File: src/rtl/hvl_pkg.sv
`default_nettype none
package hvl_pkg;

  localparam int unsigned NAME_BYTES_STORED = 32;
  localparam int unsigned NAME_BITS = NAME_BYTES_STORED * 8;

  localparam logic [5:0] NAME_MAX_BYTES = 6'd32;
  localparam logic [5:0] COL_MAX = 6'd63;
  localparam logic [15:0] BUFFER_MAX_BYTES_DEFAULT = 16'd65535;

  localparam logic [7:0] CH_COLON = 8'h3A;
  localparam logic [7:0] CH_SPACE = 8'h20;
  localparam logic [7:0] CH_TAB = 8'h09;
  localparam logic [7:0] CH_CR = 8'h0D;
  localparam logic [7:0] CH_LF = 8'h0A;
  localparam logic [7:0] CH_NUL = 8'h00;
  localparam logic [7:0] CH_UP_A = 8'h41;
  localparam logic [7:0] CH_UP_Z = 8'h5A;
  localparam logic [7:0] CASE_OFFSET = 8'h20;

  localparam logic [2:0] REG_NAME_LENGTH = 3'd0;
  localparam logic [2:0] REG_NAME_LOW = 3'd1;
  localparam logic [2:0] REG_NAME_SECOND = 3'd2;
  localparam logic [2:0] REG_NAME_THIRD = 3'd3;
  localparam logic [2:0] REG_NAME_HIGH = 3'd4;

  typedef struct packed {
    logic [15:0] pos;
    logic [5:0]  col;
    logic        mismatch;
    logic        disq;
    logic        cr_pending;
    logic        skipping;
    logic        done;
  } hvl_state_t;

  typedef struct packed {
    logic        emit;
    logic        found;
    logic [15:0] offset;
  } hvl_result_t;

  function automatic logic [7:0] fold_case(input logic [7:0] c);
    if (c >= CH_UP_A && c <= CH_UP_Z) begin
      return c + CASE_OFFSET;
    end
    return c;
  endfunction

  function automatic hvl_state_t take_text(input hvl_state_t st, input logic [7:0] c,
                                           input logic [7:0] nb, input logic [5:0] len);
    hvl_state_t r;
    r = st;
    if (!(st.disq || st.skipping)) begin
      if (c == CH_COLON) begin
        if (!st.mismatch && len <= NAME_MAX_BYTES && st.col == len) begin
          r.skipping = 1'b1;
        end else begin
          r.disq = 1'b1;
        end
      end else begin
        if (st.col >= len || st.col >= NAME_MAX_BYTES || fold_case(c) != fold_case(nb)) begin
          r.mismatch = 1'b1;
        end
        if (st.col != COL_MAX) begin
          r.col = st.col + 6'd1;
        end
      end
    end
    return r;
  endfunction

endpackage
`default_nettype wire

File: src/rtl/hvl_in_if.sv
`default_nettype none
interface hvl_in_if;
  logic       valid;
  logic       ready;
  logic [7:0] data_byte;
  logic       last_byte;

  modport source (output valid, output data_byte, output last_byte, input ready);
  modport sink (input valid, input data_byte, input last_byte, output ready);
endinterface
`default_nettype wire

File: src/rtl/hvl_out_if.sv
`default_nettype none
interface hvl_out_if;
  logic        valid;
  logic        ready;
  logic        found;
  logic [15:0] value_offset;

  modport source (output valid, output found, output value_offset, input ready);
  modport sink (input valid, input found, input value_offset, output ready);
endinterface
`default_nettype wire

File: src/rtl/hvl_regs.sv
`default_nettype none
module hvl_regs
  import hvl_pkg::*;
(
  input  wire logic                 clk,
  input  wire logic                 rst,
  input  wire logic                 psel,
  input  wire logic                 penable,
  input  wire logic                 pwrite,
  input  wire logic [5:0]           paddr,
  input  wire logic [63:0]          pwdata,
  output logic      [63:0]          prdata,
  output logic                      pready,
  output logic      [5:0]           name_length,
  output logic      [NAME_BITS-1:0] name_bytes
);

  logic [63:0] name_low;
  logic [63:0] name_second;
  logic [63:0] name_third;
  logic [63:0] name_high;
  logic        wr;
  logic [2:0]  index;

  assign pready = 1'b1;
  assign wr = psel && penable && pwrite && pready;
  assign index = paddr[5:3];
  assign name_bytes = {name_high, name_third, name_second, name_low};

  always_ff @(posedge clk) begin
    if (rst) begin
      name_length <= '0;
      name_low <= '0;
      name_second <= '0;
      name_third <= '0;
      name_high <= '0;
    end else if (wr) begin
      case (index)
        REG_NAME_LENGTH: name_length <= pwdata[5:0];
        REG_NAME_LOW:    name_low <= pwdata;
        REG_NAME_SECOND: name_second <= pwdata;
        REG_NAME_THIRD:  name_third <= pwdata;
        REG_NAME_HIGH:   name_high <= pwdata;
        default: ;
      endcase
    end
  end

  always_comb begin
    case (index)
      REG_NAME_LENGTH: prdata = {58'd0, name_length};
      REG_NAME_LOW:    prdata = name_low;
      REG_NAME_SECOND: prdata = name_second;
      REG_NAME_THIRD:  prdata = name_third;
      REG_NAME_HIGH:   prdata = name_high;
      default:         prdata = '0;
    endcase
  end

endmodule
`default_nettype wire

File: src/rtl/hvl_step.sv
`default_nettype none
module hvl_step
  import hvl_pkg::*;
#(
  parameter logic [15:0] BUFFER_MAX_BYTES = BUFFER_MAX_BYTES_DEFAULT
)
(
  input  wire hvl_state_t           st,
  input  wire logic [7:0]           data_byte,
  input  wire logic                 last_byte,
  input  wire logic [5:0]           name_length,
  input  wire logic [NAME_BITS-1:0] name_bytes,
  output hvl_state_t                st_next,
  output hvl_result_t               res
);

  hvl_state_t t1;
  hvl_state_t n;
  logic [15:0] pos_inc;
  logic [7:0]  nb0;
  logic [7:0]  nb1;
  logic        blank;

  assign pos_inc = st.pos + 16'd1;
  assign blank = (data_byte == CH_SPACE) || (data_byte == CH_TAB);
  assign nb0 = name_bytes[{st.col[4:0], 3'b000} +: 8];
  assign nb1 = name_bytes[{t1.col[4:0], 3'b000} +: 8];

  always_comb begin
    t1 = st;
    t1.pos = pos_inc;
    t1.cr_pending = 1'b0;
    if (st.cr_pending) begin
      t1 = take_text(t1, CH_CR, nb0, name_length);
    end
  end

  always_comb begin
    n = st;
    res = '0;
    if (st.done) begin
      n = st;
    end else if (st.pos >= BUFFER_MAX_BYTES) begin
      res.emit = 1'b1;
    end else begin
      n.pos = pos_inc;
      if (st.skipping) begin
        if (blank) begin
          if (last_byte) begin
            res.emit = 1'b1;
            res.found = 1'b1;
            res.offset = pos_inc;
          end
        end else begin
          res.emit = 1'b1;
          res.found = 1'b1;
          res.offset = st.pos;
        end
      end else if (data_byte == CH_NUL) begin
        res.emit = 1'b1;
      end else if (st.cr_pending && data_byte == CH_LF) begin
        n.cr_pending = 1'b0;
        n.col = '0;
        n.mismatch = 1'b0;
        n.disq = 1'b0;
        res.emit = last_byte;
      end else begin
        if (data_byte == CH_CR && !t1.skipping && !last_byte) begin
          n = t1;
          n.cr_pending = 1'b1;
        end else begin
          n = take_text(t1, data_byte, nb1, name_length);
        end
        if (last_byte) begin
          res.emit = 1'b1;
          res.found = n.skipping;
          res.offset = n.skipping ? pos_inc : 16'd0;
        end
      end
    end
    if (res.emit) begin
      n.done = 1'b1;
    end
    if (last_byte && (st.done || res.emit)) begin
      n = '0;
    end
    st_next = n;
  end

endmodule
`default_nettype wire

File: src/rtl/http_header_value_locator_core.sv
// Header value locator: takes a header block one byte per cycle on the header
// channel (unless a new result is due while the last one waits to be taken)
// and gives one result per search on the result channel: found and the byte
// offset where the value of the first line whose name matches the configured
// name (case-insensitive) starts. A search ends at a zero byte, at a byte
// marked last, at the value start, or at the buffer limit; bytes after the
// result give nothing until the byte marked last, which starts a new search.
// Each byte passes an input register and one pass of compare logic into the
// result register. Bytes that cause no result keep flowing while a result
// waits to be taken. Write the name registers only while no search is in
// progress.
`default_nettype none
module http_header_value_locator_core
  import hvl_pkg::*;
#(
  parameter logic [15:0] BUFFER_MAX_BYTES = BUFFER_MAX_BYTES_DEFAULT
)
(
  input  wire logic        clk,
  input  wire logic        rst,
  input  wire logic        psel,
  input  wire logic        penable,
  input  wire logic        pwrite,
  input  wire logic [5:0]  paddr,
  input  wire logic [63:0] pwdata,
  output logic      [63:0] prdata,
  output logic             pready,
  hvl_in_if.sink           header,
  hvl_out_if.source        result
);

  logic [5:0]           name_length;
  logic [NAME_BITS-1:0] name_bytes;

  logic        s1_valid;
  logic [7:0]  s1_byte;
  logic        s1_last;
  logic        s1_go;
  logic        out_valid;
  logic        out_found;
  logic [15:0] out_offset;

  hvl_state_t  st;
  hvl_state_t  st_next;
  hvl_result_t res;

  hvl_regs u_regs (
    .clk         (clk),
    .rst         (rst),
    .psel        (psel),
    .penable     (penable),
    .pwrite      (pwrite),
    .paddr       (paddr),
    .pwdata      (pwdata),
    .prdata      (prdata),
    .pready      (pready),
    .name_length (name_length),
    .name_bytes  (name_bytes)
  );

  hvl_step #(
    .BUFFER_MAX_BYTES (BUFFER_MAX_BYTES)
  ) u_step (
    .st          (st),
    .data_byte   (s1_byte),
    .last_byte   (s1_last),
    .name_length (name_length),
    .name_bytes  (name_bytes),
    .st_next     (st_next),
    .res         (res)
  );

  assign s1_go = s1_valid && (!res.emit || !out_valid || result.ready);
  assign header.ready = !s1_valid || s1_go;

  assign result.valid = out_valid;
  assign result.found = out_found;
  assign result.value_offset = out_offset;

  always_ff @(posedge clk) begin
    if (rst) begin
      s1_valid <= 1'b0;
    end else if (header.ready) begin
      s1_valid <= header.valid;
    end
  end

  always_ff @(posedge clk) begin
    if (header.valid && header.ready) begin
      s1_byte <= header.data_byte;
      s1_last <= header.last_byte;
    end
  end

  always_ff @(posedge clk) begin
    if (rst) begin
      st <= '0;
    end else if (s1_go) begin
      st <= st_next;
    end
  end

  always_ff @(posedge clk) begin
    if (rst) begin
      out_valid <= 1'b0;
    end else if (s1_go && res.emit) begin
      out_valid <= 1'b1;
    end else if (result.ready) begin
      out_valid <= 1'b0;
    end
  end

  always_ff @(posedge clk) begin
    if (s1_go && res.emit) begin
      out_found <= res.found;
      out_offset <= res.offset;
    end
  end

endmodule
`default_nettype wire
File: src/flat_wrapper.sv
// flat-port wrapper written by rule: the top's interface ports become plain ports
module http_header_value_locator_core_flat import hvl_pkg::*;
#(
  parameter logic [15:0] BUFFER_MAX_BYTES = BUFFER_MAX_BYTES_DEFAULT
)
  (clk, rst, psel, penable, pwrite, paddr, pwdata, prdata, pready, header_valid, header_data_byte, header_last_byte, header_ready, result_valid, result_found, result_value_offset, result_ready);
  hvl_in_if header_i ();
  hvl_out_if result_i ();
  input  wire logic clk;
  input  wire logic rst;
  input  wire logic psel;
  input  wire logic penable;
  input  wire logic pwrite;
  input  wire logic [5:0] paddr;
  input  wire logic [63:0] pwdata;
  output logic      [63:0] prdata;
  output logic pready;
  input wire logic [$bits(header_i.valid)-1:0] header_valid;
  input wire logic [$bits(header_i.data_byte)-1:0] header_data_byte;
  input wire logic [$bits(header_i.last_byte)-1:0] header_last_byte;
  output wire logic [$bits(header_i.ready)-1:0] header_ready;
  output wire logic [$bits(result_i.valid)-1:0] result_valid;
  output wire logic [$bits(result_i.found)-1:0] result_found;
  output wire logic [$bits(result_i.value_offset)-1:0] result_value_offset;
  input wire logic [$bits(result_i.ready)-1:0] result_ready;
  assign header_i.valid = header_valid;
  assign header_i.data_byte = header_data_byte;
  assign header_i.last_byte = header_last_byte;
  assign header_ready = header_i.ready;
  assign result_valid = result_i.valid;
  assign result_found = result_i.found;
  assign result_value_offset = result_i.value_offset;
  assign result_i.ready = result_ready;
  http_header_value_locator_core #(.BUFFER_MAX_BYTES(BUFFER_MAX_BYTES)) u_core (.clk(clk), .rst(rst), .psel(psel), .penable(penable), .pwrite(pwrite), .paddr(paddr), .pwdata(pwdata), .prdata(prdata), .pready(pready), .header(header_i), .result(result_i));
endmodule
File: config.mk
export PLATFORM = sky130hd
export DESIGN_NAME = http_header_value_locator_core_flat
export DESIGN_NICKNAME = d
export VERILOG_FILES = /design/src/rtl/hvl_pkg.sv /design/src/rtl/hvl_in_if.sv /design/src/rtl/hvl_out_if.sv /design/src/rtl/hvl_regs.sv /design/src/rtl/hvl_step.sv /design/src/rtl/http_header_value_locator_core.sv /design/src/flat_wrapper.sv
export SDC_FILE = /design/constraint.sdc
export NUM_CORES = 1
export LEC_CHECK = 0
export ABC_AREA = 1
export BUFFER_PORTS_ARGS = -buffer_cell sky130_fd_sc_hd__buf_2
export CAP_MARGIN = 10
export CORE_AREA = 2 2 213 425
export DETAILED_ROUTE_END_ITERATION = 8
export DIE_AREA = 0 0 215 427
export HOLD_SLACK_MARGIN = 0.05
export PLACE_DENSITY_LB_ADDON = 0.3
export SYNTH_ARGS = -nofsm -noshare
export SYNTH_HDL_FRONTEND = slang
export SYNTH_HIERARCHICAL = 1
export SYNTH_SLANG_ARGS = --single-unit
File: constraint.sdc
create_clock -name clk -period 9.5 [get_ports clk]
set_clock_uncertainty 0.05 [all_clocks]
set_input_delay 0.475 -clock clk [delete_from_list [all_inputs] [get_ports clk]]
set_output_delay 0.475 -clock clk [all_outputs]
set_load 0.01 [all_outputs]
==> out/metrics.yaml, run 1 <==
status: "completed"
fillers: 10249
synthFlopType: "dfxtp_1"
setup_viol: 0
r2r-end: "u_core/st[4]"
vias: 24074
rsz0062_at_grt: "false"
period_share: 0.6069
power_density_nw_per_um2: 146.8
grt_max_degree: 124
finalWirelength_um: 92620
slew_violations: 0
die_h_um: 427
synth_top_family_by_area: "simple AND/OR/NAND/NOR gates"
num_rows: 155
hpwl_um: 62690
synthAdderAreaFrac: 0.01024
async_flop_share: 0
synthDistinctLibCells: 61
holdPathStages: 3
tightest_slew_ns: 1.082
synth_compound_area_frac: 0.07991
start_kind: "flip-flop"
cp.required_ns: 9.95
h-tree-depth: 2
dp_slack_ns: 3.961
numCtsBuffers: 39
finalSetupTns_ns: 0
syn_inst: 3767
min_from: "header_valid"
leakage_nw: 10.94
initial_utilization: 0.2477
hold_class: "input port to flip-flop"
grt_pass1_vias: 21632
cts_max_path_buffers: 3
synth_seq_cells: 317
path_class: "flip-flop to flip-flop"
grtUsageTotal: 0.1951
rr_worst_depth: 27
placed_area_um2: 23130
via_per_inst: 4.831
cts-resized-gates: 0
hold_viol_final: 0
clockRootBuffer: "clkbuf_16"
fin_ws_ns: 3.735
grt.busiest_layer: "met2"
synthMuxAreaShare: 0
critPathMaxFanout: 53
synth.avg_cell_area_um2: 5.840
grt_pass1_wl_um: 137500
antenna_left: 0
synth_edf_count: 26
clock_sinks: 317
drc: 0
postCtsSetupBuffers: 0
nets: 3880
clock.fmax_ghz: 0.1734
rrSetupSlack_ns: 3.73
hold_slack_ns: 0.09727
gr-total-overflow: 0
drt-initial-drc-count: 2333
dp_cells: 4903
gp_congestion: 0.9503
path_clk_slew_ns: 0.06
endpoint_kind: "flip-flop"
worstHoldEndpoint: "u_core/s1_valid"
fp.dieW_um: 215
vdd_drop_max_v: 0.0001038
grtUsageMet2: 0.3193
max-cap-violations: 0
die_area_um2: 91810
max-slew-margin-rel: 0.2788
clk_latency_ns: 0.60
cts_tree: "yes"
seq_area_frac_synth: 0.3003
diodes: 0
synthToLayoutAreaGrowth_pct: 11.44
yosysWarningCount: 6
finalCriticalPeriod_ns: 5.765
wl_per_cell_um: 18.59
worstPathArrival_ns: 6.22
fin_cells: 4983
synth_xor_area_frac: 0.004778
portBuffers: 165
yosys.area_share.simple: 0.4693
synth_nets: 3871
layout-drive-gt1-share: 0.08329
fin_area_um2: 24510
rr_startpoint: "u_core/st[6]"
antenna_found_initial: 2
grtUsageMet3: 0.02836
grt_use_met1: 0.2565
critPathLaunch: "u_core/st[6]"
dr.pass1.iters: 6
synth_area_um2: 22000
core_um2: 88820
io_pins: 170
layout by cell type, fill, tap and decap left out, drive strengths merged, types with 9 or more instances in the layout:
| cell | instances |
|---|---|
| a21oi | 116 |
| buf | 194 |
| clkbuf | 54 |
| clkinv | 15 |
| dfxtp | 291 |
| dlygate4sd3 | 9 |
| edfxtp | 26 |
| ha | 18 |
| inv | 411 |
| nand2 | 1298 |
| nand3 | 450 |
| nand4 | 41 |
| nor2 | 671 |
| nor3 | 18 |
| o2111ai | 19 |
| o211ai | 26 |
| o21ai | 57 |
| o221ai | 13 |
| o22ai | 19 |
| xor2 | 10 |
flip-flops by register name, indices dropped and copies added, names as in the netlist:
name	count
u_core/result.found	1
u_core/result.valid	1
u_core/result.value_offset	16
u_core/s1_byte	8
u_core/s1_last	1
u_core/s1_valid	1
u_core/st	27
u_core/u_regs/name_high	64
u_core/u_regs/name_length	6
u_core/u_regs/name_low	64
u_core/u_regs/name_second	64
u_core/u_regs/name_third	64
per-stage QoR:
stage               total power [mW]    util
finish                         3.598  0.2760
global route                   3.741  0.2760
CTS                            3.624  0.2760
detailed placement             2.057  0.2604
global placement               2.052  0.2604
floorplan                      1.880       -
metal layers:
metal | routed length, um | part of all wire | vias to the layer above
met5 | 0 | 0 | -
met4 | 3862 | 0.042 | 0
met3 | 6767 | 0.073 | 179
met2 | 41890 | 0.45 | 1027
met1 | 40090 | 0.43 | 11074
li1 | - | - | 11794
critical path, cell delays in order, from the launching register on:
cell and delay, ns:
dfxtp_1 0.59, buf_4 0.51, inv_1 0.61, ha_1 0.49, nand3b_1 0.20, nand2_4 0.60, inv_6 0.36, nand3_1 0.24
nand3_1 0.14, nand3_1 0.12, nand3_1 0.26, nand2_1 0.20, nand3_2 0.11, nor2_4 0.15, nand3_1 0.10, nand2_1 0.07
nand2_1 0.05, nand2_1 0.06, inv_1 0.04, nand2_1 0.08, nand2_1 0.06, nand2_1 0.08, nand2_1 0.05, a21oi_1 0.11
inv_1 0.05, nand3_1 0.07, nand2_1 0.07, nor2_1 0.09
worst max-delay path by stage:
stage	to	slack (ns)
global route	u_core/st[4]	3.39
global placement	u_core/st[4]	3.94
detailed placement	u_core/st[4]	3.96
finish	u_core/st[4]	3.73
CTS	u_core/st[4]	3.94
floorplan	u_core/st[4]	6.01
Yosys cell counts (all sizes together), types with 4 or more instances:
master / instances / area [um^2]
edfxtp: 26 / 780.8
nor2: 671 / 2620
nand3b: 4 / 30.03
o22ai: 19 / 118.9
o221ai: 13 / 113.9
clkbuf: 54 / 217.7
a211oi: 7 / 52.55
inv: 411 / 1550
o21ai: 57 / 300.3
ha: 18 / 225.2
nor4: 4 / 25.02
o31ai: 4 / 30.03
dfxtp: 291 / 5826
nand2: 1298 / 4967
nor3: 18 / 90.09
o2111ai: 19 / 166.4
o311ai: 5 / 43.79
o211ai: 26 / 230.2
a21oi: 116 / 580.6
xor2: 10 / 87.58
nand3: 450 / 2302
a22oi: 4 / 30.03
nand4: 41 / 262.8
buf: 181 / 1201
kinds of logic after synthesis:
group | Yosys count
DFF | 317
and+or+nand+nor | 2490
AOI/OAI and AO/OA | 281
other | 1
adders and majority gates | 18
buffers and inverters | 648
xor gates and xnor gates | 12
cell type report:
cell class	instances	area, um^2	share of cell area
multi-input cells	2802	12440	0.5074
repair buffers	203	1134	0.04624
inverters	413	1569	0.06400
flip-flops and latches	317	6609	0.2696
well taps	1177	1473	0.06007
clock buffers	54	1132	0.04619
clock inverters	17	160.2	0.006533
what timing repair did:
| action | 4_1_cts | 5_1_grt |
|---|---|---|
| hold buffers | 9 | 0 |
| setup endpoints to repair | 0 | 0 |
| endpoints found under the hold margin | 9 | 0 |
where the power goes:
part           internal (mW)  total (mW)  switching, mW
clock                  0.892        1.55          0.660
sequential              1.37        1.41         0.0331
combinational          0.174       0.640          0.466
Note: power is estimated with default switching activity, not from simulation.
==> inputs of run 2 (changes only) <==
Settings changed: ABC_AREA 1 to 0, CORE_AREA 2 2 213 425 to 2 2 209 416, DIE_AREA 0 0 215 427 to 0 0 211 418.
Clock period 9.5 ns to 5.4 ns, I/O delays scaled along.
==> out/metrics.yaml, run 2 <==
gp_congestion: 1.039
hold_viol_final: 0
gr-total-overflow: 0
setup_viol: 0
drt-initial-drc-count: 1939
core_um2: 84830
synth_area_um2: 21040
grt_pass1_vias: 18941
syn_inst: 2355
cp.required_ns: 5.80
finalWirelength_um: 101200
synth_edf_count: 26
num_rows: 151
clk_latency_ns: 0.57
yosys.area.top_type: "dfxtp_1"
dp_cells: 3461
tightest_slew_ns: 1.294
synth_top_area_share: 0.2769
max-slew-margin-rel: 0.1281
async_flop_share: 0
yosysWarningCount: 6
slew_violations: 0
critPathMaxFanout: 24
synthDistinctLibCells: 96
max-cap-violations: 0
seq_area_frac_synth: 0.3141
finalSetupTns_ns: 0
start_kind: "flip-flop"
final_util: 0.2877
vias: 19608
dr.pass1.iters: 5
synth_nets: 2459
layout-drive-gt1-share: 0.1639
mostFrequentLayoutCells: "352 x mux2i_1, 322 x nand2b_1, 289 x dfxtp_1, 162 x buf_2, 128 x o21ai_0"
total_power_mw: 5.590
grtUsageTotal: 0.2242
antenna_found_initial: 6
fin_cells: 3562
hpwl_um: 74240
power_density_nw_per_um2: 229.1
endpoint_kind: "flip-flop"
clock.fmax_ghz: 0.1976
synth.avg_cell_area_um2: 8.932
worstPathArrival_ns: 5.46
crit_chain: "ha_1, inv_1, o21ai_2, buf_4, o31ai_1, a32oi_1, a22oi_1, nor3_1, o2111ai_1, a41oi_2, xnor2_1, nor4_1, o21ai_1, nand2b_1, mux2i_1"
period_share: 0.9372
path_class: "flip-flop to flip-flop"
rsz0062_at_grt: "false"
synthFlopType: "dfxtp_1"
h-tree-depth: 2
drc: 0
io_pins: 170
synth_seq_cells: 317
synth_most_common_cell: "mux2i_1"
portBuffers: 165
antenna_left: 0
worst_path_max_delay_cell: "a32oi_1"
hold_class: "input port to flip-flop"
status: "completed"
leakage_nw: 9.309
via_per_inst: 5.505
die_h_um: 418
initial_utilization: 0.2480
clock_sinks: 317
synthToLayoutAreaGrowth_pct: 16.01
max_stage_delay_ns: 0.85
final_common_cell: "mux2i_1"
path_clk_slew_ns: 0.06
hold_slack_ns: 0.05903
clockRootBuffer: "clkbuf_16"
numCtsBuffers: 34
fp.dieW_um: 211
wl_per_cell_um: 28.41
nets: 2569
crit_buf_inv: 2
postCtsSetupBuffers: 0
cts_max_path_buffers: 3
cts_tree: "yes"
synth_commonest_cells: "352 x mux2i_1, 324 x nand2b_1, 291 x dfxtp_1"
grt_max_degree: 129
grt_pass1_wl_um: 142600
synthTopCellsByArea: "dfxtp_1 28%, mux2i_1 17%, nand2b_1 9.6%, edfxtp_1 3.7%, mux4_2 3.5%"
die_area_um2: 88200
finalCriticalPeriod_ns: 5.061
cpLargestDelayFamily: "compound AO/OA/AOI/OAI gates"
vdd_drop_max_v: 0.0001477
## run 2: cell count changes in the layout (fill, tap and decap cells not counted), sizes merged, moves of 324 or more
cell    delta
inv      -389
mux2i    +352
nand2   -1226
nand3    -377
nand2b   +324
nor2     -589
## run 2: worst min-delay path, stage by stage
cell and delay (ns):
buf_2 0.09, nand2b_1 0.12, mux2i_1 0.14
## run 2: path summary, 6_finish.rpt
| kind | slack [ns] | to | start | cells after the start |
|---|---|---|---|---|
| min | 0.06 | u_core/u_regs/name_third[23] | pwdata[23] | 3 |
| max reg2reg | 0.34 | u_core/st[4] | u_core/st[6] | 15 |
| max | 0.34 | u_core/st[4] | u_core/st[6] | 15 |
| min reg2reg | 0.46 | u_core/st[4] | u_core/st[4] | 2 |
## run 2: area by class of cell
| cell class | count | area (um^2) |
|---|---|---|
| Tap cell | 1071 | 1340 |
| Sequential cell | 317 | 6614 |
| Antenna cell | 1 | 2.502 |
| Multi-Input combinational cell | 1809 | 13290 |
| Clock buffer | 42 | 952.2 |
| Timing Repair Buffer | 282 | 1879 |
| Clock inverter | 19 | 249.0 |
| Fill cell | 9022 | 60430 |
| Inverter | 21 | 78.83 |
## run 2: cells by family (layout without fill, tap and decap cells)
logic type,Yosys count,in the layout,synth area share
simple gates,796,796,0.2190
compound gates,561,561,0.1725
mux,410,410,0.2162
flops,317,317,0.3141
buf+inv,229,364,0.05716
xor+xnor,23,23,0.01023
fa+ha+maj,18,18,0.01071
other cells,1,2,0.0001783
## run 2: timing repair
item	in CTS	in global routing
endpoints found under the setup margin	0	0
resized for setup	0	0
hold endpoints to repair	89	0
hold buffers	39	0
## run 2: through the flow
step,cell area (um^2),setup WS (ns)
floorplan,21040,0.8288
global placement,22810,0.7469
detailed placement,22810,0.6282
CTS,24400,0.6400
global route,24400,0.09444
finish,24400,0.3390
## run 2: per-layer routing
| layer | up-vias | part of all wire | global-route usage |
|---|---|---|---|
| li1 | 8840 | - | - |
| met1 | 9644 | 0.36 | 0.2395 |
| met2 | 835 | 0.50 | 0.4013 |
| met3 | 279 | 0.051 | 0.02927 |
| met4 | 10 | 0.085 | 0.1624 |
| met5 | - | 0.00061 | 0 |
## run 2: where the power goes
part	switching (mW)	internal (mW)	total [mW]	leakage (nW)
registers	0.0403	2.39	2.43	2.61
clock network	1.10	1.51	2.61	0.575
logic	0.343	0.209	0.552	6.12
total	1.49	4.10	5.59	9.31
